File: src/design/line_position_pid_steer_top_defines.svh
// Assertion macros shared by the steering block.
// Both macros clock on clk and stay quiet while arst_n is low.
`ifndef LINE_POSITION_PID_STEER_TOP_DEFINES_SVH
`define LINE_POSITION_PID_STEER_TOP_DEFINES_SVH

// Same-cycle implication.
`define LPS_ASSERT_NOW(label, ante, cons, msg) \
	label: assert property (@(posedge clk) disable iff (!arst_n) (ante) |-> (cons)) \
		else $error(msg);

// Next-cycle implication.
`define LPS_ASSERT_NEXT(label, ante, cons, msg) \
	label: assert property (@(posedge clk) disable iff (!arst_n) (ante) |=> (cons)) \
		else $error(msg);

`endif

File: src/design/lps_pkg.sv
package lps_pkg;

	localparam int SENSORS     = 7;
	localparam int SAMPLE_BITS = 12;
	localparam int POS_STEP    = 100;

	localparam int CNT_W   = 4;
	localparam int SUM_W   = 13;
	localparam int POS_W   = 10;
	localparam int ERR_W   = 11;
	localparam int DIFF_W  = 12;
	localparam int DUTY_W  = 8;
	localparam int GAIN_W  = 8;
	localparam int CORR_W  = 18;

	// Shared multiplier geometry
	localparam int MUL_AW    = 22;
	localparam int MUL_BW    = 23;
	localparam int PROD_W    = MUL_AW + MUL_BW;
	localparam int RECIP_W   = 19;
	localparam int POS_SHIFT = 18;
	localparam int DIV_SHIFT = 29;
	localparam int Q_W       = 16;
	// ceil(2^29 / 100): exact floor divide for products below 2^22
	localparam logic [MUL_BW-1:0] DIV100_RECIP = 23'd5368710;

	localparam int CFG_IDX_W  = 3;
	localparam int CFG_DATA_W = 12;

	typedef enum logic [CFG_IDX_W-1:0] {
		REG_DARK_THRESHOLD  = 3'd0,
		REG_CENTER_POSITION = 3'd1,
		REG_GAIN_P          = 3'd2,
		REG_GAIN_I          = 3'd3,
		REG_GAIN_D          = 3'd4,
		REG_BASE_LEFT       = 3'd5,
		REG_BASE_RIGHT      = 3'd6,
		REG_DUTY_CEILING    = 3'd7
	} reg_idx_t;

	typedef enum logic [3:0] {
		ST_IDLE,
		ST_POS,
		ST_ERR,
		ST_P_MUL,
		ST_P_DIV,
		ST_I_MUL,
		ST_I_DIV,
		ST_D_MUL,
		ST_D_DIV,
		ST_OUT
	} state_t;

	typedef struct packed {
		logic [SAMPLE_BITS-1:0] dark_threshold;
		logic [POS_W-1:0]       center_position;
		logic [GAIN_W-1:0]      gain_p;
		logic [GAIN_W-1:0]      gain_i;
		logic [GAIN_W-1:0]      gain_d;
		logic [DUTY_W-1:0]      base_left;
		logic [DUTY_W-1:0]      base_right;
		logic [DUTY_W-1:0]      duty_ceiling;
	} cfg_t;

	typedef struct packed {
		logic [SAMPLE_BITS-1:0] sample_0;
		logic [SAMPLE_BITS-1:0] sample_1;
		logic [SAMPLE_BITS-1:0] sample_2;
		logic [SAMPLE_BITS-1:0] sample_3;
		logic [SAMPLE_BITS-1:0] sample_4;
		logic [SAMPLE_BITS-1:0] sample_5;
		logic [SAMPLE_BITS-1:0] sample_6;
	} scan_item_t;

	typedef struct packed {
		logic [DUTY_W-1:0] left_speed;
		logic [DUTY_W-1:0] right_speed;
		logic [POS_W-1:0]  line_position;
	} steer_item_t;

	typedef struct packed {
		logic              en;
		logic [MUL_AW-1:0] a;
		logic [MUL_BW-1:0] b;
	} mul_req_t;

	typedef struct packed {
		logic                    push;
		logic signed [ERR_W-1:0] err;
	} hist_req_t;

	// ceil(2^18 / count): exact floor divide of the position sum
	function automatic logic [RECIP_W-1:0] pos_recip(input logic [CNT_W-1:0] cnt);
		logic [RECIP_W-1:0] r;
		case (cnt)
			4'd1:    r = 19'd262144;
			4'd2:    r = 19'd131072;
			4'd3:    r = 19'd87382;
			4'd4:    r = 19'd65536;
			4'd5:    r = 19'd52429;
			4'd6:    r = 19'd43691;
			4'd7:    r = 19'd37450;
			4'd8:    r = 19'd32768;
			4'd9:    r = 19'd29128;
			4'd10:   r = 19'd26215;
			4'd11:   r = 19'd23832;
			4'd12:   r = 19'd21846;
			default: r = '0;
		endcase
		return r;
	endfunction

	function automatic logic [DUTY_W-1:0] clamp_duty(
		input logic signed [CORR_W-1:0] v,
		input logic [DUTY_W-1:0]        top
	);
		logic signed [CORR_W-1:0] top_s;
		logic [DUTY_W-1:0]        r;
		top_s = $signed({{(CORR_W-DUTY_W){1'b0}}, top});
		if (v < 0)
			r = '0;
		else if (v > top_s)
			r = top;
		else
			r = v[DUTY_W-1:0];
		return r;
	endfunction

endpackage

File: src/design/lps_scan_if.sv
interface lps_scan_if import lps_pkg::*; ();
	logic       valid;
	logic       ready;
	scan_item_t data;

	modport source (output valid, output data, input ready);
	modport sink (input valid, input data, output ready);
endinterface

File: src/design/lps_steer_if.sv
interface lps_steer_if import lps_pkg::*; ();
	logic        valid;
	logic        ready;
	steer_item_t data;

	modport source (output valid, output data, input ready);
	modport sink (input valid, input data, output ready);
endinterface

File: src/design/line_position_pid_steer_top.sv
// Line-position PID steering: one scan of seven reflectance samples in, one
// pair of motor duties and the measured line position out. From acceptance
// to its result landing in the output register a scan goes through the
// accept state, then nine sequencer steps, seven of which pass through the
// single shared 22x23 multiplier (the divide by the active-sensor count and
// each of the three divides by 100 are reciprocal multiplies on that unit).
// The next scan can be accepted as soon as the result is in the output
// register, and not before. Error history and previous error clear on
// reset.
`include "line_position_pid_steer_top_defines.svh"

module line_position_pid_steer_top import lps_pkg::*; #(
	parameter int INTEGRAL_TAPS = 5
) (
	input  logic                  clk,
	input  logic                  arst_n,
	input  logic                  cfg_we,
	input  logic [CFG_IDX_W-1:0]  cfg_addr,
	input  logic [CFG_DATA_W-1:0] cfg_wdata,
	lps_scan_if.sink              scan,
	lps_steer_if.source           steer
);

	localparam int IW = ERR_W + $clog2(INTEGRAL_TAPS);

	cfg_t              cfg_q;
	mul_req_t          mul_req;
	logic [PROD_W-1:0] prod;
	hist_req_t         hist_req;
	logic signed [IW-1:0] integ;

	always_ff @(posedge clk or negedge arst_n) begin
		if (!arst_n) begin
			cfg_q.dark_threshold  <= 12'd400;
			cfg_q.center_position <= 10'd400;
			cfg_q.gain_p          <= 8'd4;
			cfg_q.gain_i          <= 8'd1;
			cfg_q.gain_d          <= 8'd1;
			cfg_q.base_left       <= 8'd150;
			cfg_q.base_right      <= 8'd150;
			cfg_q.duty_ceiling    <= 8'd255;
		end else if (cfg_we) begin
			case (reg_idx_t'(cfg_addr))
				REG_DARK_THRESHOLD:  cfg_q.dark_threshold  <= cfg_wdata[SAMPLE_BITS-1:0];
				REG_CENTER_POSITION: cfg_q.center_position <= cfg_wdata[POS_W-1:0];
				REG_GAIN_P:          cfg_q.gain_p          <= cfg_wdata[GAIN_W-1:0];
				REG_GAIN_I:          cfg_q.gain_i          <= cfg_wdata[GAIN_W-1:0];
				REG_GAIN_D:          cfg_q.gain_d          <= cfg_wdata[GAIN_W-1:0];
				REG_BASE_LEFT:       cfg_q.base_left       <= cfg_wdata[DUTY_W-1:0];
				REG_BASE_RIGHT:      cfg_q.base_right      <= cfg_wdata[DUTY_W-1:0];
				REG_DUTY_CEILING:    cfg_q.duty_ceiling    <= cfg_wdata[DUTY_W-1:0];
				default: ;
			endcase
		end
	end

	lps_mul u_mul (
		.clk  (clk),
		.req  (mul_req),
		.prod (prod)
	);

	lps_hist #(
		.TAPS (INTEGRAL_TAPS),
		.IW   (IW)
	) u_hist (
		.clk    (clk),
		.arst_n (arst_n),
		.req    (hist_req),
		.integ  (integ)
	);

	lps_ctrl #(
		.IW (IW)
	) u_ctrl (
		.clk        (clk),
		.arst_n     (arst_n),
		.cfg        (cfg_q),
		.scan_valid (scan.valid),
		.scan_ready (scan.ready),
		.scan_data  (scan.data),
		.out_valid  (steer.valid),
		.out_ready  (steer.ready),
		.out_data   (steer.data),
		.mul_req    (mul_req),
		.prod       (prod),
		.hist_req   (hist_req),
		.integ      (integ)
	);

	`LPS_ASSERT_NEXT(a_busy_after_accept, scan.valid && scan.ready, !scan.ready, "scan accepted while busy")
	`LPS_ASSERT_NOW(a_duty_clamped, steer.valid, (steer.data.left_speed <= cfg_q.duty_ceiling) && (steer.data.right_speed <= cfg_q.duty_ceiling), "duty above ceiling")
	`LPS_ASSERT_NOW(a_pos_range, steer.valid && (steer.data.line_position != '0), (steer.data.line_position >= POS_W'(POS_STEP)) && (steer.data.line_position <= POS_W'(SENSORS * POS_STEP)), "line position out of sensor span")

endmodule

File: src/design/lps_mul.sv
module lps_mul import lps_pkg::*; (
	input  logic              clk,
	input  mul_req_t          req,
	output logic [PROD_W-1:0] prod
);

	logic [PROD_W-1:0] prod_q;

	// hold the last product while idle so it can be consumed late
	always_ff @(posedge clk) begin
		if (req.en)
			prod_q <= PROD_W'(req.a) * PROD_W'(req.b);
	end

	assign prod = prod_q;

endmodule

File: src/design/lps_hist.sv
module lps_hist import lps_pkg::*; #(
	parameter int TAPS = 5,
	parameter int IW   = 14
) (
	input  logic                 clk,
	input  logic                 arst_n,
	input  hist_req_t            req,
	output logic signed [IW-1:0] integ
);

	logic signed [ERR_W-1:0] taps_q [TAPS];
	logic signed [IW-1:0]    sum_q;

	// running sum: add the newest error, drop the one falling off the end
	always_ff @(posedge clk or negedge arst_n) begin
		if (!arst_n) begin
			for (int i = 0; i < TAPS; i++)
				taps_q[i] <= '0;
			sum_q <= '0;
		end else if (req.push) begin
			taps_q[0] <= req.err;
			for (int i = 1; i < TAPS; i++)
				taps_q[i] <= taps_q[i-1];
			sum_q <= sum_q - IW'(taps_q[TAPS-1]) + IW'(req.err);
		end
	end

	assign integ = sum_q;

endmodule

File: src/design/lps_ctrl.sv
module lps_ctrl import lps_pkg::*; #(
	parameter int IW = 14
) (
	input  logic                 clk,
	input  logic                 arst_n,
	input  cfg_t                 cfg,
	input  logic                 scan_valid,
	output logic                 scan_ready,
	input  scan_item_t           scan_data,
	output logic                 out_valid,
	input  logic                 out_ready,
	output steer_item_t          out_data,
	output mul_req_t             mul_req,
	input  logic [PROD_W-1:0]    prod,
	output hist_req_t            hist_req,
	input  logic signed [IW-1:0] integ
);

	state_t state_q, state_d;

	logic [SAMPLE_BITS-1:0]   samples [SENSORS];
	logic [CNT_W-1:0]         cnt_c, cnt_q;
	logic [SUM_W-1:0]         sum_c, sum_q;
	logic [SUM_W-1:0]         pos_full;
	logic [POS_W-1:0]         pos_c, pos_q;
	logic signed [ERR_W-1:0]  err_c, err_q, prev_q;
	logic signed [DIFF_W-1:0] diff_c, diff_q;
	logic [ERR_W-1:0]         err_mag;
	logic [IW-1:0]            integ_mag;
	logic [DIFF_W-1:0]        diff_mag;
	logic                     sign_q;
	logic [Q_W-1:0]           quot;
	logic signed [CORR_W-1:0] term, corr_q, corr_c;
	logic signed [CORR_W-1:0] left_sum, right_sum;
	logic                     out_load;
	logic                     out_valid_q;
	steer_item_t              out_q;

	assign samples[0] = scan_data.sample_0;
	assign samples[1] = scan_data.sample_1;
	assign samples[2] = scan_data.sample_2;
	assign samples[3] = scan_data.sample_3;
	assign samples[4] = scan_data.sample_4;
	assign samples[5] = scan_data.sample_5;
	assign samples[6] = scan_data.sample_6;

	always_comb begin
		cnt_c = '0;
		sum_c = '0;
		for (int i = 0; i < SENSORS; i++) begin
			if (samples[i] < cfg.dark_threshold) begin
				cnt_c = cnt_c + CNT_W'(1);
				sum_c = sum_c + SUM_W'((i + 1) * POS_STEP);
			end
		end
	end

	always_comb begin
		pos_full = prod[POS_SHIFT +: SUM_W];
		if (pos_full > SUM_W'({POS_W{1'b1}}))
			pos_c = '1;
		else
			pos_c = pos_full[POS_W-1:0];
		err_c  = $signed({1'b0, cfg.center_position}) - $signed({1'b0, pos_c});
		diff_c = DIFF_W'(err_c) - DIFF_W'(prev_q);
	end

	assign err_mag   = err_q[ERR_W-1] ? ERR_W'(-err_q) : ERR_W'(err_q);
	assign integ_mag = integ[IW-1] ? IW'(-integ) : IW'(integ);
	assign diff_mag  = diff_q[DIFF_W-1] ? DIFF_W'(-diff_q) : DIFF_W'(diff_q);

	// quotient of the last divide step, signed by its operand
	assign quot      = prod[DIV_SHIFT +: Q_W];
	assign term      = sign_q ? -$signed({{(CORR_W-Q_W){1'b0}}, quot})
	                          :  $signed({{(CORR_W-Q_W){1'b0}}, quot});
	assign corr_c    = corr_q + term;
	assign left_sum  = $signed({{(CORR_W-DUTY_W){1'b0}}, cfg.base_left}) + corr_c;
	assign right_sum = $signed({{(CORR_W-DUTY_W){1'b0}}, cfg.base_right}) - corr_c;

	always_comb begin
		state_d      = state_q;
		scan_ready   = 1'b0;
		mul_req      = '0;
		hist_req.push = 1'b0;
		hist_req.err  = err_c;
		out_load     = 1'b0;
		case (state_q)
			ST_IDLE: begin
				scan_ready = 1'b1;
				if (scan_valid)
					state_d = ST_POS;
			end
			ST_POS: begin
				mul_req.en = 1'b1;
				mul_req.a  = MUL_AW'(sum_q);
				mul_req.b  = MUL_BW'(pos_recip(cnt_q));
				state_d    = ST_ERR;
			end
			ST_ERR: begin
				hist_req.push = 1'b1;
				state_d       = ST_P_MUL;
			end
			ST_P_MUL: begin
				mul_req.en = 1'b1;
				mul_req.a  = MUL_AW'(err_mag);
				mul_req.b  = MUL_BW'(cfg.gain_p);
				state_d    = ST_P_DIV;
			end
			ST_I_MUL: begin
				mul_req.en = 1'b1;
				mul_req.a  = MUL_AW'(integ_mag);
				mul_req.b  = MUL_BW'(cfg.gain_i);
				state_d    = ST_I_DIV;
			end
			ST_D_MUL: begin
				mul_req.en = 1'b1;
				mul_req.a  = MUL_AW'(diff_mag);
				mul_req.b  = MUL_BW'(cfg.gain_d);
				state_d    = ST_D_DIV;
			end
			ST_P_DIV, ST_I_DIV, ST_D_DIV: begin
				mul_req.en = 1'b1;
				mul_req.a  = prod[MUL_AW-1:0];
				mul_req.b  = DIV100_RECIP;
				case (state_q)
					ST_P_DIV: state_d = ST_I_MUL;
					ST_I_DIV: state_d = ST_D_MUL;
					default:  state_d = ST_OUT;
				endcase
			end
			ST_OUT: begin
				// wait for the output register to drain
				if (!out_valid_q || out_ready) begin
					out_load = 1'b1;
					state_d  = ST_IDLE;
				end
			end
			default: state_d = ST_IDLE;
		endcase
	end

	always_ff @(posedge clk or negedge arst_n) begin
		if (!arst_n) begin
			state_q     <= ST_IDLE;
			prev_q      <= '0;
			out_valid_q <= 1'b0;
		end else begin
			state_q <= state_d;
			if (state_q == ST_ERR)
				prev_q <= err_c;
			if (out_load)
				out_valid_q <= 1'b1;
			else if (out_ready)
				out_valid_q <= 1'b0;
		end
	end

	always_ff @(posedge clk) begin
		case (state_q)
			ST_IDLE: begin
				if (scan_valid) begin
					cnt_q <= cnt_c;
					sum_q <= sum_c;
				end
			end
			ST_ERR: begin
				pos_q  <= pos_c;
				err_q  <= err_c;
				diff_q <= diff_c;
			end
			ST_P_MUL: begin
				sign_q <= err_q[ERR_W-1];
				corr_q <= '0;
			end
			ST_I_MUL: begin
				sign_q <= integ[IW-1];
				corr_q <= corr_c;
			end
			ST_D_MUL: begin
				sign_q <= diff_q[DIFF_W-1];
				corr_q <= corr_c;
			end
			default: ;
		endcase
		if (out_load) begin
			out_q.left_speed    <= clamp_duty(left_sum, cfg.duty_ceiling);
			out_q.right_speed   <= clamp_duty(right_sum, cfg.duty_ceiling);
			out_q.line_position <= pos_q;
		end
	end

	assign out_valid = out_valid_q;
	assign out_data  = out_q;

endmodule

File: src/flat_wrapper.sv
// flat-port wrapper written by rule: the top's interface ports become plain ports
module line_position_pid_steer_top_flat import lps_pkg::*;
#(
	parameter int INTEGRAL_TAPS = 5
)
  (clk, arst_n, cfg_we, cfg_addr, cfg_wdata, scan_valid, scan_data, scan_ready, steer_valid, steer_data, steer_ready);
  lps_scan_if scan_i ();
  lps_steer_if steer_i ();
  input  logic clk;
  input  logic arst_n;
  input  logic cfg_we;
  input  logic [CFG_IDX_W-1:0] cfg_addr;
  input  logic [CFG_DATA_W-1:0] cfg_wdata;
  input wire logic [$bits(scan_i.valid)-1:0] scan_valid;
  input wire logic [$bits(scan_i.data)-1:0] scan_data;
  output wire logic [$bits(scan_i.ready)-1:0] scan_ready;
  output wire logic [$bits(steer_i.valid)-1:0] steer_valid;
  output wire logic [$bits(steer_i.data)-1:0] steer_data;
  input wire logic [$bits(steer_i.ready)-1:0] steer_ready;
  assign scan_i.valid = scan_valid;
  assign scan_i.data = scan_data;
  assign scan_ready = scan_i.ready;
  assign steer_valid = steer_i.valid;
  assign steer_data = steer_i.data;
  assign steer_i.ready = steer_ready;
  line_position_pid_steer_top #(.INTEGRAL_TAPS(INTEGRAL_TAPS)) u_core (.clk(clk), .arst_n(arst_n), .cfg_we(cfg_we), .cfg_addr(cfg_addr), .cfg_wdata(cfg_wdata), .scan(scan_i), .steer(steer_i));
endmodule
File: config.mk
export PLATFORM = sky130hd
export DESIGN_NAME = line_position_pid_steer_top_flat
export DESIGN_NICKNAME = d
export VERILOG_FILES = /design/src/design/lps_pkg.sv /design/src/design/lps_scan_if.sv /design/src/design/lps_steer_if.sv /design/src/design/line_position_pid_steer_top.sv /design/src/design/lps_mul.sv /design/src/design/lps_hist.sv /design/src/design/lps_ctrl.sv /design/src/flat_wrapper.sv
export VERILOG_INCLUDE_DIRS = /design/src /design/src/design
export SDC_FILE = /design/constraint.sdc
export NUM_CORES = 2
export LEC_CHECK = 0
export BUFFER_PORTS_ARGS = -buffer_cell sky130_fd_sc_hd__buf_2
export CAP_MARGIN = 20
export CORE_MARGIN = 1.5
export CORE_UTILIZATION = 60
export CTS_CLUSTER_DIAMETER = 80
export DETAILED_ROUTE_END_ITERATION = 8
export GPL_TIMING_DRIVEN = 0
export MAX_ROUTING_LAYER = met4
export PLACE_DENSITY_LB_ADDON = 0.3
export SLEW_MARGIN = 5
export SYNTH_ARGS = -nofsm -noshare
export SYNTH_HDL_FRONTEND = slang
export SYNTH_SLANG_ARGS = --single-unit
File: constraint.sdc
create_clock -name clk -period 11.7 [get_ports clk]
set_input_delay 2.34 -clock clk [delete_from_list [all_inputs] [get_ports clk]]
set_output_delay 2.34 -clock clk [all_outputs]
set_load 0.02 [all_outputs]
==> impl_metrics.tcl <==
set metrics [dict create \
    outcome "finished clean" \
    critical_path.max_stage_delay_ps 870 \
    worstPathRequired_ps 12000 \
    ys_seq_area_frac 0.238 \
    start_util 0.607 \
    grt_usage 0.324 \
    wl_per_cell_um 19.2 \
    crit_path_max_fanout 10 \
    clkLatencyLatePin_ps 570 \
    synth-edff-count 138 \
    globalplace.congestion 1.01 \
    skew_ps 39.9 \
    die_h_um 242 \
    drt_wl_total_um 89800 \
    synth_top_cell_by_area "fa_1" \
    slowest_stage "nor3_1" \
    startpoint_type "register" \
    syn_inst 3632 \
    die_area_sq_um 58500 \
    hp-class "register to register" \
    clockBufferDepth 3 \
    ctsResizeCount 0 \
    utilization 0.666 \
    final_cell_mix "inv_1 (665), nand2_1 (461), fa_1 (393)" \
    fmax_mhz 91.9 \
    drive_above_1_share 0.0968 \
    cts_root_buf "clkbuf_16" \
    worst-setup-path-type "register to register" \
    cts_hold_buf 0 \
    pin_count 132 \
    yosys-top-cells-area "fa_1 (23%), ha_1 (13%), edfxtp_1 (12%)" \
    synth-seq-cells 301 \
    htreeDepth 2 \
    async_reset_ff_frac 0.478 \
    whs_path_depth 0 \
    max_cap_violations 0 \
    grt_pass1_wl_um 144000 \
    drc 0 \
    core_sq_um 56400 \
    ys.flop_type "edfxtp_1" \
    cts_sinks 301 \
    ys_warn_count 0 \
    final_antenna_net_count 0 \
    port_buffers 127 \
    grt_pass1_vias 27600 \
    nNetsFinal 4754 \
    vias 26400 \
    dr.pass1.iters 7 \
    finalHoldViolCount 0 \
    fin_setup_tns_ps 0 \
    die_w_um 242 \
    grt-ovfl-total 0 \
    place_area_sq_um 36400 \
    syn_to_final_growth_pct 9.83 \
    syn_area_sq_um 34200 \
    via_per_inst 5.63 \
    drt-initial-drc-count 1659 \
    rsz0062_at_grt "no" \
    place_hpwl_um 74000 \
    end_kind "register" \
    cts_buffers 36 \
    worstMarginPinSlew_ps 1100 \
    cp_common_cell "fa_1" \
    rows 87 \
    grt_max_degree 86 \
    arrival_ps 11180 \
    rr_worst_depth 34 \
    cts_tree "yes" \
    path_clk_slew_ps 60 \
    synth_top_area_share 0.230 \
    avgSynthCellArea_sq_um 9.42 \
    final_cell_area_sq_um 37600 \
    setup_viol 0 \
    max-slew-margin-rel 0.263 \
    maxSlewViolCount 0 \
    min_period_ps 10880 \
    cts_setup_buffers 0 \
    fin_crit_sh 0.930 \
    antenna_found_initial 1 \
    layout_commonest_cell "inv_1" \
    ys_types 105 \
]
-- synth_stat cells, drive strengths merged (23+ instances only) --
cell and instances:
inv 669, nand2 461, fa 393, ha 361, nor2 215, o21ai 171, edfxtp 138, a21oi 124
dfrtp 119, xnor2 101, clkbuf 70, mux2 64, a21o 58, xor2 55, and2 41, nand2b 41
nor3 39, nand3 37, nor2b 34, mux2i 26, or2 26, dfstp 25, o31ai 23
-- logic make-up (layout without fill, tap and decap cells) --
logic type,after synthesis,count (layout),share of synthesized area
mux,91,91,0.0302
xor+xnor,156,156,0.0412
simple gates,989,989,0.132
flops,301,301,0.238
buf+inv,760,970,0.0842
fa+ha+maj,755,755,0.362
other cells,2,86,0.000219
compound gates,578,578,0.111
-- final cells by class --
class / count / area (sq um)
Clock inverter: 20 / 225
Tap cell: 756 / 946
Clock buffer: 46 / 990
Inverter: 669 / 2510
Antenna cell: 2 / 5.00
Sequential cell: 301 / 8160
Timing Repair Buffer: 144 / 830
Buffer: 91 / 372
Fill cell: 4654 / 18800
Multi-Input combinational cell: 2653 / 23500
-- state kept, by name (all words and copies together) (netlist names), 12 cells and up, named ones only --
signal                  cells
u_core.cfg_q               70
u_core.u_mul.prod          45
u_core.u_hist.taps_q       44
u_core.u_ctrl.out_data     26
u_core.u_ctrl.corr_q       18
u_core.u_hist.integ        14
u_core.u_ctrl.diff_q       12
-- layer usage --
layer / vias to the layer above / GRT usage / wire length, um
met5: - / - / 0
met4: 0 / 0.136 / 4090
met3: 232 / 0.0412 / 5420
met2: 877 / 0.547 / 44000
met1: 13000 / 0.394 / 36300
li1: 12300 / - / -
-- metrics by stage --
stage                     hold slack, ps  cells  setup WS, ps
after floorplan                      400   3714          2040
after global placement               402   4597         -1090
after detailed placement             405   4613          1050
after CTS                            418   4679           960
after global routing                 423   4681           357
final                                417   4682           816
-- critical path, delay by kind of cell (launching register included) --
kind,cells,cell delay (ps)
xor+xnor,1,90
flops,1,310
fa+ha+maj,8,3890
compound gates,12,2720
simple gates,5,1810
buf+inv,8,1770
-- worst paths after layout --
| path | from | to | slack, ps |
|---|---|---|---|
| setup / recovery | u_core.u_ctrl.state_q[1] | u_core.u_mul.prod[43] | 820 |
| hold / removal | u_core.u_ctrl.pos_q[4] | u_core.u_ctrl.out_data[4] | 420 |
| hold reg to reg | u_core.u_ctrl.pos_q[4] | u_core.u_ctrl.out_data[4] | 420 |
| setup reg to reg | u_core.u_ctrl.state_q[1] | u_core.u_mul.prod[43] | 820 |
| max in group asynchronous | arst_n | u_core.u_hist.taps_q[19] | 9100 |
| min in group asynchronous | arst_n | u_core.cfg_q[41] | 1760 |
Power is left out: the tool's default activity adds up to more than one toggle a clock period on the data nets, which glitch-free logic cannot reach.
